### config.mk
export PLATFORM = sky130hd
export DESIGN_NAME = lru_key_value_cache_flat
export DESIGN_NICKNAME = d
export VERILOG_FILES = /design/src/rtl/lrukv_pkg.sv /design/src/rtl/lrukv_if.sv /design/src/rtl/lru_key_value_cache.sv /design/src/rtl/lrukv_value_ram.sv /design/src/flat_wrapper.sv
export SDC_FILE = /design/constraint.sdc
export NUM_CORES = 2
export LEC_CHECK = 0
export ABC_AREA = 1
export BUFFER_PORTS_ARGS = -buffer_cell sky130_fd_sc_hd__buf_2
export CORE_MARGIN = 5
export CORE_UTILIZATION = 30
export DETAILED_ROUTE_END_ITERATION = 8
export GPL_TIMING_DRIVEN = 0
export PLACE_DENSITY = 0.5
export SLEW_MARGIN = 30
export SYNTH_ARGS = -nofsm -noshare
export SYNTH_HDL_FRONTEND = slang
export SYNTH_HIERARCHICAL = 1
export SYNTH_SLANG_ARGS = --single-unit
### constraint.sdc
create_clock -name clk -period 17.6 [get_ports clk]
set_clock_uncertainty 0.1 [all_clocks]
set_input_delay 3.52 -clock clk [delete_from_list [all_inputs] [get_ports clk]]
set_output_delay 3.52 -clock clk [all_outputs]
set_load 0.02 [all_outputs]
### src/rtl/lrukv_pkg.sv
package lrukv_pkg;

    // Store geometry.
    localparam int ENTRIES = 16;
    localparam int IDX_W   = (ENTRIES > 1) ? $clog2(ENTRIES) : 1;
    localparam int RANK_W  = IDX_W;
    localparam int OCC_W   = $clog2(ENTRIES + 1);

    // Field widths.
    localparam int KEY_W = 32;
    localparam int VAL_W = 32;
    localparam int CAP_W = 5;
    localparam int CMP_W = (OCC_W > CAP_W) ? OCC_W : CAP_W;

    // Capacity register value after reset.
    localparam logic [CAP_W-1:0] CAP_RESET = CAP_W'(16);

    // Request operation codes.
    localparam logic OP_GET = 1'b0;
    localparam logic OP_PUT = 1'b1;

    // Value returned by a get that misses.
    localparam logic [VAL_W-1:0] MISS_VALUE = '1;

    // Value memory access for one cycle.
    typedef struct packed {
        logic             rd_en;
        logic [IDX_W-1:0] rd_addr;
        logic             wr_en;
        logic [IDX_W-1:0] wr_addr;
        logic [VAL_W-1:0] wr_data;
    } ram_req_t;

endpackage

### src/rtl/lrukv_if.sv
// Request channel: one get or put per transaction.
interface lrukv_req_if;
    import lrukv_pkg::*;

    logic                    valid;
    logic                    ready;
    logic                    op;
    logic signed [KEY_W-1:0] key;
    logic signed [VAL_W-1:0] value;

    modport source (output valid, output op, output key, output value, input ready);
    modport sink   (input valid, input op, input key, input value, output ready);
endinterface

// Response channel: one result per request.
interface lrukv_resp_if;
    import lrukv_pkg::*;

    logic                    valid;
    logic                    ready;
    logic                    found;
    logic signed [VAL_W-1:0] read_value;
    logic                    evicted;

    modport source (output valid, output found, output read_value, output evicted,
                    input ready);
    modport sink   (input valid, input found, input read_value, input evicted,
                    output ready);
endinterface

// Configuration channel: writes the capacity register.
interface lrukv_cfg_if;
    import lrukv_pkg::*;

    logic             valid;
    logic             ready;
    logic [CAP_W-1:0] capacity;

    modport source (output valid, output capacity, input ready);
    modport sink   (input valid, input capacity, output ready);
endinterface

### src/rtl/lru_key_value_cache.sv
// Fully associative key/value cache with least-recently-used replacement. It
// handles one transaction at a time. A get passes from acceptance to a result in
// the output register through a registered compare of the key against all
// entries and a rank update (with the value memory read); a put adds to these
// the eviction and insert step that writes the value memory. The next request
// is accepted once the block is back in idle, while the previous result may
// still wait in the output register; a result that is still waiting when the
// next one is ready holds the block until it is taken. Keys, valid bits
// and recency ranks live in flip-flops so every key can be compared at once;
// values live in a single-read, single-write memory. Reset empties the store at
// once, so no clearing pass is needed. Capacity may be written only while the
// block is idle; a value of 0 acts as 1 and values above the entry count act as
// the entry count.
module lru_key_value_cache (
    input  logic         clk,
    input  logic         rst_n,
    lrukv_req_if.sink    req,
    lrukv_resp_if.source resp,
    lrukv_cfg_if.sink    cfg
);
    import lrukv_pkg::*;

    typedef enum logic [4:0] {
        S_IDLE   = 5'b00001,
        S_LOOKUP = 5'b00010,
        S_REMOVE = 5'b00100,
        S_INSERT = 5'b01000,
        S_FINISH = 5'b10000
    } state_t;

    state_t state_reg, state_next;

    // Request latched at acceptance.
    logic             op_reg;
    logic [KEY_W-1:0] key_in_reg;
    logic [VAL_W-1:0] val_in_reg;

    // Store state.
    logic [KEY_W-1:0]   key_reg [ENTRIES];
    logic [ENTRIES-1:0] valid_reg, valid_next;
    logic [RANK_W-1:0]  rank_reg [ENTRIES];
    logic [RANK_W-1:0]  rank_next [ENTRIES];
    logic [OCC_W-1:0]   occ_reg, occ_next;
    logic [CAP_W-1:0]   cap_reg;

    // Per-request intermediate results.
    logic [ENTRIES-1:0] match_reg, match_next;
    logic               found_reg;
    logic               evicted_reg;

    // Output register.
    logic             out_valid_reg;
    logic             out_found_reg;
    logic [VAL_W-1:0] out_value_reg;
    logic             out_evicted_reg;

    // Value memory.
    ram_req_t         ram_req;
    logic [VAL_W-1:0] ram_rd_data;

    // Rank update and insert signals.
    logic               hit;
    logic [IDX_W-1:0]   hit_idx;
    logic [RANK_W-1:0]  hit_rank;
    logic [ENTRIES-1:0] rem_valid;
    logic [RANK_W-1:0]  rem_rank [ENTRIES];
    logic [OCC_W-1:0]   rem_occ;
    logic [CMP_W-1:0]   cap_wide;
    logic [OCC_W-1:0]   cap_eff;
    logic [OCC_W-1:0]   cap_m1;
    logic               full;
    logic [ENTRIES-1:0] ev_mask;
    logic [ENTRIES-1:0] kept_valid;
    logic [OCC_W-1:0]   kept_occ;
    logic [IDX_W-1:0]   ins_idx;
    logic [ENTRIES-1:0] ins_valid;
    logic [RANK_W-1:0]  ins_rank [ENTRIES];
    logic               out_load;

    lrukv_value_ram u_value_ram (
        .clk     (clk),
        .req     (ram_req),
        .rd_data (ram_rd_data)
    );

    // Handshakes.
    assign req.ready  = (state_reg == S_IDLE);
    assign cfg.ready  = 1'b1;
    assign out_load   = (state_reg == S_FINISH) && (!out_valid_reg || resp.ready);

    // Capacity register.
    always_ff @(posedge clk or negedge rst_n)
    begin
        if (!rst_n)
        begin
            cap_reg <= CAP_RESET;
        end
        else if (cfg.valid)
        begin
            cap_reg <= cfg.capacity;
        end
    end

    // Effective capacity, clamped to one through the entry count.
    always_comb
    begin
        cap_wide = CMP_W'(cap_reg);
        if (cap_wide == '0)
        begin
            cap_eff = OCC_W'(1);
        end
        else if (cap_wide > CMP_W'(ENTRIES))
        begin
            cap_eff = OCC_W'(ENTRIES);
        end
        else
        begin
            cap_eff = OCC_W'(cap_wide);
        end
        cap_m1 = cap_eff - OCC_W'(1);
    end

    // Parallel key compare against every valid entry.
    always_comb
    begin
        for (int i = 0; i < ENTRIES; i++)
        begin
            match_next[i] = valid_reg[i] && (key_reg[i] == key_in_reg);
        end
    end

    // Hit decode and removal or promotion of the hit entry.
    always_comb
    begin
        hit      = |match_reg;
        hit_idx  = '0;
        hit_rank = '0;
        for (int i = 0; i < ENTRIES; i++)
        begin
            if (match_reg[i])
            begin
                hit_idx  = hit_idx | IDX_W'(i);
                hit_rank = hit_rank | rank_reg[i];
            end
        end
        for (int j = 0; j < ENTRIES; j++)
        begin
            if (op_reg == OP_GET)
            begin
                rem_valid[j] = valid_reg[j];
                if (match_reg[j])
                begin
                    rem_rank[j] = '0;
                end
                else if (hit && valid_reg[j] && (rank_reg[j] < hit_rank))
                begin
                    rem_rank[j] = rank_reg[j] + RANK_W'(1);
                end
                else
                begin
                    rem_rank[j] = rank_reg[j];
                end
            end
            else
            begin
                rem_valid[j] = valid_reg[j] && !match_reg[j];
                if (hit && valid_reg[j] && (rank_reg[j] > hit_rank))
                begin
                    rem_rank[j] = rank_reg[j] - RANK_W'(1);
                end
                else
                begin
                    rem_rank[j] = rank_reg[j];
                end
            end
        end
        rem_occ = (op_reg == OP_PUT) ? occ_reg - OCC_W'(hit) : occ_reg;
    end

    // Eviction of the oldest ranks when full, then insert at the lowest free slot.
    always_comb
    begin
        full = (occ_reg >= cap_eff);
        for (int j = 0; j < ENTRIES; j++)
        begin
            ev_mask[j] = full && valid_reg[j] && (OCC_W'(rank_reg[j]) >= cap_m1);
        end
        kept_valid = valid_reg & ~ev_mask;
        kept_occ   = full ? cap_m1 : occ_reg;
        ins_idx    = '0;
        for (int i = ENTRIES - 1; i >= 0; i--)
        begin
            if (!kept_valid[i])
            begin
                ins_idx = IDX_W'(i);
            end
        end
        for (int j = 0; j < ENTRIES; j++)
        begin
            if (ins_idx == IDX_W'(j))
            begin
                ins_valid[j] = 1'b1;
                ins_rank[j]  = '0;
            end
            else
            begin
                ins_valid[j] = kept_valid[j];
                ins_rank[j]  = kept_valid[j] ? rank_reg[j] + RANK_W'(1) : rank_reg[j];
            end
        end
    end

    // Next store state by phase.
    always_comb
    begin
        valid_next = valid_reg;
        rank_next  = rank_reg;
        occ_next   = occ_reg;
        unique case (state_reg)
            S_REMOVE:
            begin
                valid_next = rem_valid;
                rank_next  = rem_rank;
                occ_next   = rem_occ;
            end
            S_INSERT:
            begin
                valid_next = ins_valid;
                rank_next  = ins_rank;
                occ_next   = kept_occ + OCC_W'(1);
            end
            S_IDLE, S_LOOKUP, S_FINISH:
            begin
                valid_next = valid_reg;
            end
            default:
            begin
                valid_next = valid_reg;
            end
        endcase
    end

    // Value memory: read the hit entry, write the inserted one.
    always_comb
    begin
        ram_req.rd_en   = (state_reg == S_REMOVE);
        ram_req.rd_addr = hit_idx;
        ram_req.wr_en   = (state_reg == S_INSERT);
        ram_req.wr_addr = ins_idx;
        ram_req.wr_data = val_in_reg;
    end

    // Sequencer.
    always_comb
    begin
        state_next = state_reg;
        unique case (state_reg)
            S_IDLE:
            begin
                if (req.valid)
                begin
                    state_next = S_LOOKUP;
                end
            end
            S_LOOKUP:
            begin
                state_next = S_REMOVE;
            end
            S_REMOVE:
            begin
                state_next = (op_reg == OP_PUT) ? S_INSERT : S_FINISH;
            end
            S_INSERT:
            begin
                state_next = S_FINISH;
            end
            S_FINISH:
            begin
                if (out_load)
                begin
                    state_next = S_IDLE;
                end
            end
            default:
            begin
                state_next = S_IDLE;
            end
        endcase
    end

    // Control registers.
    always_ff @(posedge clk or negedge rst_n)
    begin
        if (!rst_n)
        begin
            state_reg     <= S_IDLE;
            valid_reg     <= '0;
            occ_reg       <= '0;
            out_valid_reg <= 1'b0;
            for (int j = 0; j < ENTRIES; j++)
            begin
                rank_reg[j] <= '0;
            end
        end
        else
        begin
            state_reg <= state_next;
            valid_reg <= valid_next;
            occ_reg   <= occ_next;
            rank_reg  <= rank_next;
            if (out_load)
            begin
                out_valid_reg <= 1'b1;
            end
            else if (resp.ready)
            begin
                out_valid_reg <= 1'b0;
            end
        end
    end

    // Payload registers.
    always_ff @(posedge clk)
    begin
        if (req.valid && req.ready)
        begin
            op_reg     <= req.op;
            key_in_reg <= req.key;
            val_in_reg <= req.value;
        end
        if (state_reg == S_LOOKUP)
        begin
            match_reg <= match_next;
        end
        if (state_reg == S_REMOVE)
        begin
            found_reg   <= hit;
            evicted_reg <= 1'b0;
        end
        if (state_reg == S_INSERT)
        begin
            evicted_reg <= |ev_mask;
        end
        for (int j = 0; j < ENTRIES; j++)
        begin
            if ((state_reg == S_INSERT) && (ins_idx == IDX_W'(j)))
            begin
                key_reg[j] <= key_in_reg;
            end
        end
        if (out_load)
        begin
            out_found_reg   <= found_reg;
            out_evicted_reg <= evicted_reg;
            if (op_reg == OP_PUT)
            begin
                out_value_reg <= '0;
            end
            else
            begin
                out_value_reg <= found_reg ? ram_rd_data : MISS_VALUE;
            end
        end
    end

    // Response outputs.
    assign resp.valid      = out_valid_reg;
    assign resp.found      = out_found_reg;
    assign resp.read_value = out_value_reg;
    assign resp.evicted    = out_evicted_reg;

`ifndef SYNTHESIS
    // Occupancy never exceeds the number of entries.
    a_occ_bound: assert property (@(posedge clk) disable iff (!rst_n)
        occ_reg <= OCC_W'(ENTRIES))
        else $error("occupancy above entry count");

    // Keys are unique, so at most one entry matches.
    a_single_match: assert property (@(posedge clk) disable iff (!rst_n)
        (state_reg == S_REMOVE) |-> $onehot0(match_reg))
        else $error("more than one entry matched the key");

    // Between transactions the occupancy equals the number of valid entries.
    a_occ_count: assert property (@(posedge clk) disable iff (!rst_n)
        (state_reg == S_IDLE) |-> ($countones(valid_reg) == int'(occ_reg)))
        else $error("occupancy does not match valid entries");

    // An accepted request starts the lookup in the next cycle.
    a_accept_lookup: assert property (@(posedge clk) disable iff (!rst_n)
        (req.valid && req.ready) |=> (state_reg == S_LOOKUP))
        else $error("accepted request did not start a lookup");
`endif

endmodule

### src/rtl/lrukv_value_ram.sv
module lrukv_value_ram (
    input  logic                        clk,
    input  lrukv_pkg::ram_req_t         req,
    output logic [lrukv_pkg::VAL_W-1:0] rd_data
);
    import lrukv_pkg::*;

    logic [VAL_W-1:0] mem [ENTRIES];
    logic [VAL_W-1:0] rd_data_reg;

    // One write port.
    always_ff @(posedge clk)
    begin
        if (req.wr_en)
        begin
            mem[req.wr_addr] <= req.wr_data;
        end
    end

    // One read port with registered data.
    always_ff @(posedge clk)
    begin
        if (req.rd_en)
        begin
            rd_data_reg <= mem[req.rd_addr];
        end
    end

    assign rd_data = rd_data_reg;

endmodule
### src/flat_wrapper.sv
// flat-port wrapper written by rule: the top's interface ports become plain ports
module lru_key_value_cache_flat import lrukv_pkg::*;
  (clk, rst_n, req_valid, req_op, req_key, req_value, req_ready, resp_valid, resp_found, resp_read_value, resp_evicted, resp_ready, cfg_valid, cfg_capacity, cfg_ready);
  lrukv_req_if req_i ();
  lrukv_resp_if resp_i ();
  lrukv_cfg_if cfg_i ();
  input  logic clk;
  input  logic rst_n;
  input wire logic [$bits(req_i.valid)-1:0] req_valid;
  input wire logic [$bits(req_i.op)-1:0] req_op;
  input wire logic [$bits(req_i.key)-1:0] req_key;
  input wire logic [$bits(req_i.value)-1:0] req_value;
  output wire logic [$bits(req_i.ready)-1:0] req_ready;
  output wire logic [$bits(resp_i.valid)-1:0] resp_valid;
  output wire logic [$bits(resp_i.found)-1:0] resp_found;
  output wire logic [$bits(resp_i.read_value)-1:0] resp_read_value;
  output wire logic [$bits(resp_i.evicted)-1:0] resp_evicted;
  input wire logic [$bits(resp_i.ready)-1:0] resp_ready;
  input wire logic [$bits(cfg_i.valid)-1:0] cfg_valid;
  input wire logic [$bits(cfg_i.capacity)-1:0] cfg_capacity;
  output wire logic [$bits(cfg_i.ready)-1:0] cfg_ready;
  assign req_i.valid = req_valid;
  assign req_i.op = req_op;
  assign req_i.key = req_key;
  assign req_i.value = req_value;
  assign req_ready = req_i.ready;
  assign resp_valid = resp_i.valid;
  assign resp_found = resp_i.found;
  assign resp_read_value = resp_i.read_value;
  assign resp_evicted = resp_i.evicted;
  assign resp_i.ready = resp_ready;
  assign cfg_i.valid = cfg_valid;
  assign cfg_i.capacity = cfg_capacity;
  assign cfg_ready = cfg_i.ready;
  lru_key_value_cache u_core (.clk(clk), .rst_n(rst_n), .req(req_i), .resp(resp_i), .cfg(cfg_i));
endmodule
==> flow_summary.ini <==
[yosys]
synth.avg_cell_area_um2 = 10.7
synth.net_count = 5861
synth-seq-area-share = 0.626
synth_top_area_cell = edfxtp_1
synthesis.area_mm2 = 0.0601
ys_ff_latch = 1269
yosysWarnings = 6
ys.flop_type = edfxtp_1
synth_top_area_share = 0.586
syn_inst = 5617
async_flop_share = 0.0757
synth_edf_count = 1173
synthDistinctLibCells = 74
synthTopCellsByArea = edfxtp_1 (59%), nand2_1 (8.4%), inv_1 (4.3%)

[placement]
numPortBuffers = 109
placed_cell_area_mm2 = 0.0665
place_congestion = 0.942
place_ws_ns = 11.17
dp_hpwl_um = 157000

[critical_path]
cp_num_buf_inv = 5
critPathKind = reg -> reg
crit_arrival_ns = 6.90
crit_path_end_kind = flop
crit_path_start_kind = flop
cpMostUsedCell = nand2_1
cpPeakStageDelay_ns = 0.91
critical-path-top-delay-family = simple AND/OR/NAND/NOR gates
cp_max_fo = 18
crit_path_top_delay_cell = ha_2
required_ns = 17.99

[pwr]
ir_drop_mv = 0.0813
p_total_w = 0.00917
p_int_w = 0.00606
switchingPower_w = 0.00311
switching_share = 0.339
seqPwrFrac = 0.421
pwr_density_cell_mw_per_mm2 = 129
power_frac_clock = 0.334
pwr-share-comb = 0.245
p_leak_nw = 27.8

[drt]
final_antenna_net_count = 0
drcViolationCount = 0
wl_um = 224000
routedWlPerCell_um = 25.4
vias = 45226
viasPerCell = 5.14
drtIter0Drc = 5627
first_pass_iters = 6

[global_route]
overflow = 0
grt_first_pass_wirelength_um = 315000
grt_pass1_vias = 42730
track_usage = 0.208
grt_max_degree = 60
antenna_found_initial = 15

[final_layout]
fin_nets = 6258
drive_above_1_share = 0.125
multi_input_area_mm2 = 0.0188
synthToLayoutAreaGrowth_pct = 18.6
regArea_mm2 = 0.0376
final_area_mm2 = 0.0713
fill_cells = 19651

[clock_network]
holdBufCountCts = 0
root_buffer = clkbuf_16
cts_resized = 0
cts.path.max_buffers = 3
cts.sinks = 1269
clkSlewWorstSetupHoldPaths_ns = 0.06
tritoncts.num_buffers = 150
htree_levels = 4
worstSkewPairLatency_ns = 0.83
cts_setup_buffers = 0
cts_tree = built

[timing]
fin_crit_ns = 6.51
finalHoldWorstSlack_ns = 0.439
clock.fmax_mhz = 154
maxSlewViolCount = 0
rsz0062_at_grt = false
hold_viol = 0
fin_crit_sh = 0.370
slew_headroom = 0.252
setup_tns_ns = 0
setup_viol = 0
worst_pin_slew_ns = 1.12
fin_ws_ns = 11.09

[floorplan]
rows = 164
fp.dieW_um = 458
pin_count = 112
fp.coreArea_mm2 = 0.200
die_y_um = 458
dieArea_mm2 = 0.210
start_util = 0.301

[worst_hold_path]
hold_path.class = reg -> reg

[flow_run]
cap_violations = 0

[outcome]
status = complete, no violations
[synth_stat cells (56+ instances only)]
cell / n
nand2_1: 1340
edfxtp_1: 1173
inv_1: 693
nand3_1: 518
o21ai_0: 233
nor2_1: 188
ha_1: 169
clkbuf_1: 123
o22ai_1: 121
xnor2_1: 103
dfrtp_1: 94
a21oi_1: 90
or2_2: 78
xor2_1: 72
a221oi_1: 70
nor4_1: 56
[per-stage QoR]
| stage | cells | util |
|---|---|---|
| after CTS | 8791 | 0.357 |
| after global routing | 8793 | 0.357 |
| after floorplan | 5617 | - |
| final | 8793 | 0.357 |
| after global placement | 8382 | 0.321 |
| after detailed placement | 8517 | 0.333 |
[power by group through the flow]
stage	Clock [W]	Sequential (W)	Combinational (W)
after global routing	0.00325	0.00388	0.00245
after CTS	0.00313	0.00386	0.00221
after detailed placement	0	0.00392	0.00220
after floorplan	0	0.00382	0.00128
after global placement	0	0.00406	0.00190
final	0.00306	0.00386	0.00225
[final timing paths]
path | end | cells past startpoint | startpoint | slack (ns)
max | u_core/u_value_ram/mem[9][13] | 28 | u_core/cap_reg[3] | 11.09
min | u_core/resp.evicted | 0 | u_core/evicted_reg | 0.44
max reg2reg | u_core/u_value_ram/mem[9][13] | 28 | u_core/cap_reg[3] | 11.09
min reg2reg | u_core/resp.evicted | 0 | u_core/evicted_reg | 0.44
max in group asynchronous | u_core/rank_reg[9] | 2 | rst_n | 14.16
min in group asynchronous | u_core/rank_reg[39] | 1 | rst_n | 2.56
[metal layers]
layer	GRT usage	vias to the layer above	part of all wire
li1	-	20254	-
met1	0.287	22335	0.42
met2	0.324	2181	0.45
met3	0.0420	452	0.090
met4	0.0733	4	0.037
met5	0	-	0.000094
[layout make-up]
type                    instances  share of cell area
inverters                     722              0.0381
clock buffers                 189              0.0548
plain buffers                 241              0.0179
well taps                    2656              0.0466
clock inverters                85              0.0131
repair buffers                245              0.0385
diodes                          1           0.0000351
flip-flops and latches       1269               0.528
multi-input cells            3385               0.263
[kinds of logic (layout without fill, tap and decap cells)]
kind of cell | after synthesis | in the layout | synth area share
AO/OA/AOI/OAI | 735 | 735 | 0.0796
XOR/XNOR | 175 | 175 | 0.0255
adder cells (fa/ha/maj) | 169 | 169 | 0.0352
buffers and inverters | 963 | 1482 | 0.0658
flip-flops | 1269 | 1269 | 0.626
multiplexers | 2 | 2 | 0.000374
other | 1 | 2 | 0.0000624
AND/OR/NAND/NOR | 2303 | 2303 | 0.168
[layout by cell type, fill, tap and decap left out, drive strengths merged, types with 10 or more instances in the layout]
master   instances
nor2           205
a21oi          101
inv            710
o21ai          254
bufinv          10
a221oi          70
clkbuf         313
ha             169
nand2         1355
clkinv          81
nand3          524
dfrtp           94
a22o            55
or2             78
nor4            56
a21boi          14
a211oi          11
o22ai          121
edfxtp        1173
o211ai          11
xor2            72
o21a            21
nand4           44
and3            10
xnor2          103
a31oi           23
nor3            16
a2111oi         10
buf            362
(Power assumes the default switching activity.)
